**src/rtl/core/wam_pkg.sv**
```systemverilog
`timescale 1ns / 1ps
// shared constants, types and controller/datapath command structs for the
// window average, minimum and maximum block; no dependencies
package wam_pkg;

  localparam int WINDOW_MAX = 1024;
  localparam int AXES       = 3;
  localparam int SAMPLE_W   = 16;
  localparam int LEN_W      = 11;
  localparam int LEN_RESET  = 16;
  localparam int ADDR_W     = $clog2(WINDOW_MAX);
  localparam int CNT_W      = $clog2(WINDOW_MAX + 1);
  localparam int SUM_W      = SAMPLE_W + CNT_W;
  localparam int DIV_STEPS  = SUM_W;
  localparam int DIV_CNT_W  = $clog2(DIV_STEPS);
  localparam int PADDR_W    = 3;
  localparam int PDATA_W    = 32;

  // word index of each configuration register
  localparam logic [PADDR_W-3:0] REG_WINDOW_LENGTH = '0;

  typedef logic signed [SAMPLE_W-1:0] sample_t;
  typedef logic [ADDR_W-1:0]          addr_t;
  typedef logic [CNT_W-1:0]           count_t;

  typedef struct packed {
    sample_t x;
    sample_t y;
    sample_t z;
  } sample_set_t;

  typedef struct packed {
    logic capture;
    logic store;
    logic rd;
    logic div_init;
    logic div_step;
    logic load_result;
  } cmd_t;

  typedef struct packed {
    logic scan_last;
  } status_t;

endpackage

```
**src/rtl/core/wam_regs.sv**
```systemverilog
`timescale 1ns / 1ps
// apb configuration register file: window_length
// depends on wam_pkg
module wam_regs import wam_pkg::*; (
  input  logic               clk,
  input  logic               rst,
  input  logic               psel,
  input  logic               penable,
  input  logic               pwrite,
  input  logic [PADDR_W-1:0] paddr,
  input  logic [PDATA_W-1:0] pwdata,
  output logic [PDATA_W-1:0] prdata,
  output logic               pready,
  output logic [LEN_W-1:0]   window_length
);

  logic wr_en;
  logic reg_sel;

  assign pready  = 1'b1;
  assign wr_en   = psel && penable && pwrite && pready;
  assign reg_sel = (paddr[PADDR_W-1:2] == REG_WINDOW_LENGTH);
  assign prdata  = reg_sel ? PDATA_W'(window_length) : '0;

  always_ff @(posedge clk) begin
    if (rst) begin
      window_length <= LEN_W'(LEN_RESET);
    end else if (wr_en && reg_sel) begin
      window_length <= pwdata[LEN_W-1:0];
    end
  end

endmodule

```
**config.mk**
```make
export PLATFORM = sky130hd
export DESIGN_NAME = wam_regs
export DESIGN_NICKNAME = d
export VERILOG_FILES = /design/src/rtl/core/wam_pkg.sv /design/src/rtl/core/wam_regs.sv
export SDC_FILE = /design/constraint.sdc
export NUM_CORES = 1
export LEC_CHECK = 0
export BUFFER_PORTS_ARGS = -buffer_cell sky130_fd_sc_hd__buf_2
export CAP_MARGIN = 20
export CORE_MARGIN = 4
export CORE_UTILIZATION = 37
export CTS_BUF_LIST = sky130_fd_sc_hd__clkbuf_2
export DETAILED_ROUTE_END_ITERATION = 10
export MAX_ROUTING_LAYER = met4
export PLACE_DENSITY = 0.86
export SETUP_SLACK_MARGIN = 0.3
export SYNTH_ARGS = -nofsm -noshare
export SYNTH_HDL_FRONTEND = slang
export SYNTH_SLANG_ARGS = --single-unit
```
**constraint.sdc**
```tcl
create_clock -name clk -period 1.55 [get_ports clk]
set_input_delay 0.31 -clock clk [delete_from_list [all_inputs] [get_ports clk]]
set_output_delay 0.31 -clock clk [all_outputs]
set_load 0.005 [all_outputs]
```
==> flow_summary.toml <==
[run_status]
outcome = "finished, final reports clean"

[placed_design]
dp_worst_setup_slack_ns = 0.223
detailed_place.area_um2 = 853
hpwl_um = 1130
place_congestion = 0.601
port-buffer-count = 38

[synth]
post_synthesis_area_per_instance_um2 = 8.95
postSynthRegisterBits = 11
synth_top_cell_by_area = "dfxtp_1"
ys_top_cells_by_area = "dfxtp_1 (29%), buf_4 (22%), nand2b_1 (17%)"
postSynthCellCount = 84
synth.distinct_cells = 12
yosysWarnings = 0
synthesis.area_um2 = 752
netlist.area_leader.share_pct = 29.3
synth.yosys.seq_area_share_pct = 29.3

[cells_and_area]
mostFrequentLayoutCell = "buf_2"
largest_register_ff_count = 11
final_cell_area_excluding_filler_cells_um2 = 877
drive_above_1_share_pct = 38.3
areaGrowthSynthToFinish_pct = 16.6
diodes = 0
nets_final = 161
commonest_non_fill_non_tap_cells_in_the_layout = "buf_2 (38), conb_1 (22), nand2b_1 (20)"
register_with_the_highest_flop_count = "window_length"
regs_by_ff_count = "window_length (11)"

[die]
dieArea_mm2 = 0.00282
num_rows = 16
floorplan.die.width_um = 53.1
die_y_um = 53.1
core_area_mm2 = 0.00194
floorplan.io_pins = 84
start_util_pct = 38.7

[sta]
fin_crit_sh_pct = 75.8
timing.final.ws_setup_ns = 0.375
max_clock_freq_mhz = 851
finalMaxSlewViolations = 0
final_hold_viol_count = 0
final.setup.tns_ns = 0
rsz_0062_raised_after_global_routing = "false"
finalWorstPathRequiredPeriod_ns = 1.18
clock-skew-final_ns = 0
finalSetupViolCount = 0

[clock_tree]
cts_buffers = 3
clkTransAtPathRegs_ns = 0.11
cts.sink_count = 11
post_cts_setup_buffer_count = 0
ctsHtreeMaxLevel = 1
cts.hold.buffers_added = 0
tritoncts_clock_tree = "built"
clockBufferDepth = 2
post_cts.resized_instances = 0
library_cell_used_as_clock_root_buffer = "clkbuf_2"
clkLatencyLatePin_ns = 0.24

[setup_path]
required_ns = 1.24
critPathKind = "reg -> out"
critical_path.cell_chain = "nor2b_1 -> buf_2"
worst_path_max_delay_cell = "dfxtp_1"
critPathLaunchType = "flip-flop"
cp_max_fo = 3
cp_slowest_stage_delay_ns = 0.37
worst-r2r-cell-count = 2
reg2reg_slack_ns = 0.95
rr_startpoint = "window_length[4]"
reg_to_reg_critical_path_endpoint = "window_length[4]"
end_kind = "primary output"
cp_data_arrival_time_ns = 0.87
timing.critical_path.buf_inv = 1
critical_path.top_delay_family = "flip-flops"

[worst_hold_path]
timing.hold.worst_endpoint = "window_length[6]"
hold_path_depth = 3
worst_hold_path_type = "in -> reg"
worst_hold_startpoint = "pwdata[6]"

[detailed_routing]
totalWireLength_um = 1400
met3WireLength_um = 222
vias_per_cell = 3.99
wl_per_cell_um = 9.54
met2_length_um = 623
drcViolationCount = 0
detailedRoute.firstIterationViolations = 5
maxUsedRoutingLayer = "met3"
first_pass_iters = 4
route.layer.met1.wl_um = 556
ant_nets = 0
route.vias.total = 587

[grt]
number_of_global_route_vias_before_repair = 525
grt.total_usage_pct = 11.3
number_of_antenna_violations_at_the_first_check_in_global_routing = 0
grt_first_pass_wirelength_um = 2230
pin_count_of_the_biggest_net_entering_global_routing = 23
globalRoute.totalOverflow = 0

[pwr]
ir_worst_vdd_mv = 0.340
powerDensity_mw_per_mm2 = 608
leakagePower_uw = 0.000457

[run]
max-cap-violations = 0
power breakdown:
group          leakage (uW)  internal [uW]  total [uW]  switching (uW)
Combinational      0.000350           41.1        84.5            43.3
Sequential        0.0000905            289         293            3.89
Clock             0.0000166           68.6         156            87.2
through the flow:
step / hold WS (ns) / power (uW) / util [%] / instances
global route: 0.292 / 573 / 45.2 / 147
global placement: 0.466 / 381 / 43.9 / 143
CTS: 0.293 / 546 / 45.0 / 147
finish: 0.305 / 533 / 45.2 / 147
floorplan: 0.465 / 392 / - / 104
detailed placement: 0.477 / 384 / 43.9 / 143
tightest hold or removal path: cells and delay by family:
kind	cells	cell delay (ns)
buffers and inverters	1	0.09
multiplexers	1	0.06
AND/OR/NAND/NOR	1	0.05
cell type report:
type | instances | area, um2
multi-input cells | 67 | 409
fillers | 212 | 1060
repair buffers | 38 | 190
clock buffers | 4 | 20.0
flip-flops and latches | 11 | 224
well taps | 27 | 33.8
cell families (layout without fill, tap and decap cells):
kind of cell / after synthesis / after routing / synth area share [%]
and+or+nand+nor: 34 / 34 / 28.8
buffers and inverters: 26 / 42 / 26.3
muxes: 11 / 11 / 14.6
DFF: 11 / 11 / 29.3
other: 2 / 22 / 0.999
per-layer routing:
metal  global-route usage (%)  up-vias
met1                     13.2      260
li1                         -      287
met2                     18.2       40
met5                        -        -
met3                     4.51        0
met4                     2.55        0
synth_stat cells:
cell,n
nor2b_1,10
nor2_1,2
and4b_4,1
clkbuf_1,2
buf_4,22
conb_1,2
dfxtp_1,11
and2b_1,1
buf_2,1
nand2b_1,20
mux2i_1,11
buf_12,1
how the worst max path moves through the flow:
stage                             to  cells after the start  slack (ns)              from
finish                     prdata[7]                      2        0.37  window_length[7]
global route               prdata[5]                      2        0.31  window_length[5]
CTS                        prdata[7]                      2        0.36  window_length[7]
detailed placement  window_length[9]                      3        0.22          paddr[2]
global placement    window_length[2]                      3        0.26          paddr[2]
floorplan           window_length[0]                      3        0.55          paddr[2]
Power figures use the tool's default switching activity.
