[src/rtl/core/wam_pkg.sv]
`timescale 1ns / 1ps
// shared constants, types and controller/datapath command structs for the
// window average, minimum and maximum block; no dependencies
package wam_pkg;

  localparam int WINDOW_MAX = 1024;
  localparam int AXES       = 3;
  localparam int SAMPLE_W   = 16;
  localparam int LEN_W      = 11;
  localparam int LEN_RESET  = 16;
  localparam int ADDR_W     = $clog2(WINDOW_MAX);
  localparam int CNT_W      = $clog2(WINDOW_MAX + 1);
  localparam int SUM_W      = SAMPLE_W + CNT_W;
  localparam int DIV_STEPS  = SUM_W;
  localparam int DIV_CNT_W  = $clog2(DIV_STEPS);
  localparam int PADDR_W    = 3;
  localparam int PDATA_W    = 32;

  // word index of each configuration register
  localparam logic [PADDR_W-3:0] REG_WINDOW_LENGTH = '0;

  typedef logic signed [SAMPLE_W-1:0] sample_t;
  typedef logic [ADDR_W-1:0]          addr_t;
  typedef logic [CNT_W-1:0]           count_t;

  typedef struct packed {
    sample_t x;
    sample_t y;
    sample_t z;
  } sample_set_t;

  typedef struct packed {
    logic capture;
    logic store;
    logic rd;
    logic div_init;
    logic div_step;
    logic load_result;
  } cmd_t;

  typedef struct packed {
    logic scan_last;
  } status_t;

endpackage

[src/rtl/core/wam_ctrl.sv]
`timescale 1ns / 1ps
// controller: sequences store, window scan, divide and result hand-off
// depends on wam_pkg
module wam_ctrl import wam_pkg::*; (
  input  logic    clk,
  input  logic    rst,
  input  logic    in_valid,
  output logic    in_ready,
  output logic    out_valid,
  input  logic    out_ready,
  output cmd_t    cmd,
  input  status_t status
);

  typedef enum logic [2:0] {
    S_IDLE,
    S_STORE,
    S_SCAN,
    S_DRAIN,
    S_PREP,
    S_DIV,
    S_DONE
  } state_t;

  state_t               state;
  logic [DIV_CNT_W-1:0] div_cnt;
  logic                 out_free;

  assign in_ready = (state == S_IDLE);
  assign out_free = !out_valid || out_ready;

  always_comb begin
    cmd = '0;
    case (state)
      S_IDLE:  cmd.capture     = in_valid;
      S_STORE: cmd.store       = 1'b1;
      S_SCAN:  cmd.rd          = 1'b1;
      S_PREP:  cmd.div_init    = 1'b1;
      S_DIV:   cmd.div_step    = 1'b1;
      S_DONE:  cmd.load_result = out_free;
      default: cmd = '0;
    endcase
  end

  always_ff @(posedge clk) begin
    if (rst) begin
      state     <= S_IDLE;
      div_cnt   <= '0;
      out_valid <= 1'b0;
    end else begin
      // a new result may replace one taken at this same edge
      if (state == S_DONE && out_free) begin
        out_valid <= 1'b1;
      end else if (out_valid && out_ready) begin
        out_valid <= 1'b0;
      end
      case (state)
        S_IDLE: begin
          if (in_valid) state <= S_STORE;
        end
        S_STORE: state <= S_SCAN;
        S_SCAN: begin
          if (status.scan_last) state <= S_DRAIN;
        end
        // last read data is accumulated here
        S_DRAIN: state <= S_PREP;
        S_PREP: begin
          div_cnt <= '0;
          state   <= S_DIV;
        end
        S_DIV: begin
          div_cnt <= div_cnt + 1'b1;
          if (div_cnt == DIV_CNT_W'(DIV_STEPS - 1)) state <= S_DONE;
        end
        // wait here while an earlier result is still held
        S_DONE: begin
          if (out_free) state <= S_IDLE;
        end
        default: state <= S_IDLE;
      endcase
    end
  end

endmodule

[config.mk]
export PLATFORM = sky130hd
export DESIGN_NAME = wam_ctrl
export DESIGN_NICKNAME = d
export VERILOG_FILES = /design/src/rtl/core/wam_pkg.sv /design/src/rtl/core/wam_ctrl.sv
export SDC_FILE = /design/constraint.sdc
export NUM_CORES = 1
export LEC_CHECK = 0
export BUFFER_PORTS_ARGS = -buffer_cell sky130_fd_sc_hd__buf_4
export CORE_MARGIN = 3
export CORE_UTILIZATION = 30
export CTS_CLUSTER_DIAMETER = 120
export CTS_CLUSTER_SIZE = 20
export DETAILED_ROUTE_END_ITERATION = 16
export GPL_ROUTABILITY_DRIVEN = 0
export HOLD_SLACK_MARGIN = 0.05
export PLACE_DENSITY = 0.57
export SLEW_MARGIN = 20
export SYNTH_ARGS = -nofsm -noshare
export SYNTH_HDL_FRONTEND = slang
export SYNTH_SLANG_ARGS = --single-unit
[constraint.sdc]
create_clock -name clk -period 2.4 [get_ports clk]
set_input_delay 0.24 -clock clk [delete_from_list [all_inputs] [get_ports clk]]
set_output_delay 0.24 -clock clk [all_outputs]
set_load 0.05 [all_outputs]
==> results.md <==
* Status: complete, no violations
* Post-Syn Area at 527 um^2
* CP startpoint kind: flop
* Leakage power at 0.288 nW
* Initial core utilization at 33.4%
* Fin Setup TNS at 0 ns
* Top-area cell type share of the netlist area at 34.2%
* Vias in the first global route at 406
* Fmax at 573 MHz
* Fill cells at 170
* Fin nets at 85
* Wirelength, routed at 1110 um
* Critical path arrival at 1.50 ns
* ANT cells at 0
* Clock-pin transition on the worst setup and hold timing paths at 0.07 ns
* Initial DRT Pass Iterations at 4
* Total GRT Usage at 11.8%
* Most common cell in the synthesized netlist: dfxtp_1
* Flop-to-flop setup slack at 1.09 ns
* Postcts setup bufs at 0
* Mapped Cells at 65
* Final Cycle Share at 72.7%
* Clk root buf: clkbuf_4
* Setup violators final at 0
* Hold Fails Final Rpt at 0
* Critical R2R Launch: state[0]
* Max-Cap Viols at 0
* Synth Area per Inst at 8.10 um^2
* Die W at 47.9 um
* Clk_skew at 0.00270 ns
* Pwr dens at 590 nW/um^2
* Area leader, netlist: dfxtp_1
* Main synth FF type: dfxtp_1
* Least-Margin Pin Slew at 0.472 ns
* Die Ht at 47.9 um
* Worst R2R Path Depth at 3
* DR vias at 459
* Commonest cells post-synth: 9 x dfxtp_1, 6 x nand2_1, 6 x nor2b_1
* Critical Path Sink Type: output pin
* Worst R2R End: div_cnt[4]
* Layout cell share with drive strength beyond 1 at 23.4%
* Slew HR at 68.5%
* Post-CTS Hold Fix Bufs at 0
* Fin. max-slew vios at 0
* Hold WC Path Type: in2reg
* RSZ-0062 raised after global routing: false
* Post-layout min period at 1.74 ns
* WHS at 0.232 ns
* Start point of the critical path: state[1]
* H-tree levels at 1
* Residual DRC at 0
* Core Footprint at 1580 um^2
* CTS tree: built
* Synth async-reset ratio at 0%
* Yosys cell types at 27
* Row cnt at 14
* Critical path type: reg2out
* Global-route wire length before repair at 1830 um
* Clock sinks at 9
* Drt initial violations at 11
* IO Pins at 13
* Post-DRT Antenna Nets at 0
* Yosys Warn Count at 0
* Worst Path Required at 2.16 ns
* Placed Cells at 89
* PortBufs at 12
* GRT overflow at 0
* CTS resizes at 0
* Die area at 2290 um^2
* Post-DP HPWL at 783 um
* Number of synthesized flops with an enable pin at 0
* P&R area growth vs syn at 21.6%
* Number of CTS-inserted buffers at 3
* Post-synthesis sequential area ratio at 34.2%
* Worst setup endpoint: cmd[0]
* Initial antenna violation count at 0
* Vias/cell at 4.94
* Yosys reg bits at 9
* CTS Buffer Depth at 2
* Final WS setup at 0.655 ns
* Syn_nets at 72
* Largest net degree at the start of global routing at 14
* Layout Cells excl Fill at 93
* Top cells by area, synth: dfxtp_1 34%, nor2b_1 7.1%, a21oi_1 4.8%
* Clock Latency Late Sink at 0.26 ns
* VDD IR max at 0.296 mV
* Critical Path Fanout Max at 10
* Pre-CTS setup slack at 0.946 ns
* WL per Instance at 11.9 um
[layout by cell type (no fill, tap or decap), types with 2 or more instances in the layout]
master | Yosys | final
a21oi_1 | 5 | 5
a31oi_1 | 2 | 2
and2b_1 | 2 | 2
buf_4 | 1 | 12
clkbuf_4 | 0 | 3
dfxtp_1 | 9 | 9
ha_1 | 2 | 2
inv_1 | 3 | 3
nand2_1 | 6 | 6
nand2b_1 | 2 | 2
nand3_1 | 5 | 5
nand3b_1 | 2 | 2
nor2_1 | 4 | 4
nor2b_1 | 6 | 6
o21ai_0 | 2 | 2
or3_1 | 2 | 2
[power by group]
group	internal [W]	total, W	switching [W]
combinational	0.0000338	0.0000894	0.0000556
clock	0.0000642	0.000120	0.0000557
sequential	0.000154	0.000169	0.0000146
[sequential cells by signal, indices dropped and copies added (netlist names)]
register and count:
out_valid 1, state 3, div_cnt 5
[cell type report]
| cell class | instances | area, um^2 | area share, % |
|---|---|---|---|
| Clock buffer | 4 | 26.3 | 4.10 |
| Inverter | 3 | 11.3 | 1.76 |
| Multi-Input combinational cell | 49 | 313 | 48.8 |
| Sequential cell | 9 | 180 | 28.1 |
| Tap cell | 16 | 20.0 | 3.13 |
| Timing Repair Buffer | 12 | 90.1 | 14.1 |
[cell families after synthesis]
kind of cell | Yosys count | synth area share [%]
flip-flops | 9 | 34.2
buffers and inverters | 7 | 7.36
adder cells (fa/ha/maj) | 2 | 4.75
AND/OR/NAND/NOR | 34 | 37.8
AO/OA/AOI/OAI | 12 | 14.0
multiplexers | 1 | 1.90
[critical path: stages (launching register included)]
cell and delay [ns]:
dfxtp_1 0.51, nor2b_1 0.33, nand2_1 0.09, nor2_1 0.11, buf_4 0.20
[through the flow]
step	instance area [um^2]	utilization (%)	total power [W]
6_report	641	40.6	0.000378
5_1_grt	641	40.6	0.000404
4_1_cts	641	40.6	0.000385
3_5_place_dp	614	39.0	0.000262
3_3_place_gp	614	39.0	0.000261
2_1_floorplan	532	-	0.000240
[routing by layer]
layer	up-vias	GRT usage [%]	wire length [um]
met2	5	15.3	482
li1	251	-	-
met1	201	16.5	589
met4	0	3.23	19
met5	-	0	0
met3	2	6.77	14
[worst min path at each step]
stage	startpoint	end	depth (start not counted)
after floorplan	div_cnt[0]	div_cnt[0]	2
after global placement	div_cnt[1]	div_cnt[1]	2
after detailed placement	div_cnt[1]	div_cnt[1]	2
after CTS	rst	div_cnt[3]	2
after global routing	rst	div_cnt[3]	2
final	rst	div_cnt[1]	2
No activity file was read; power rests on OpenSTA's default activity.
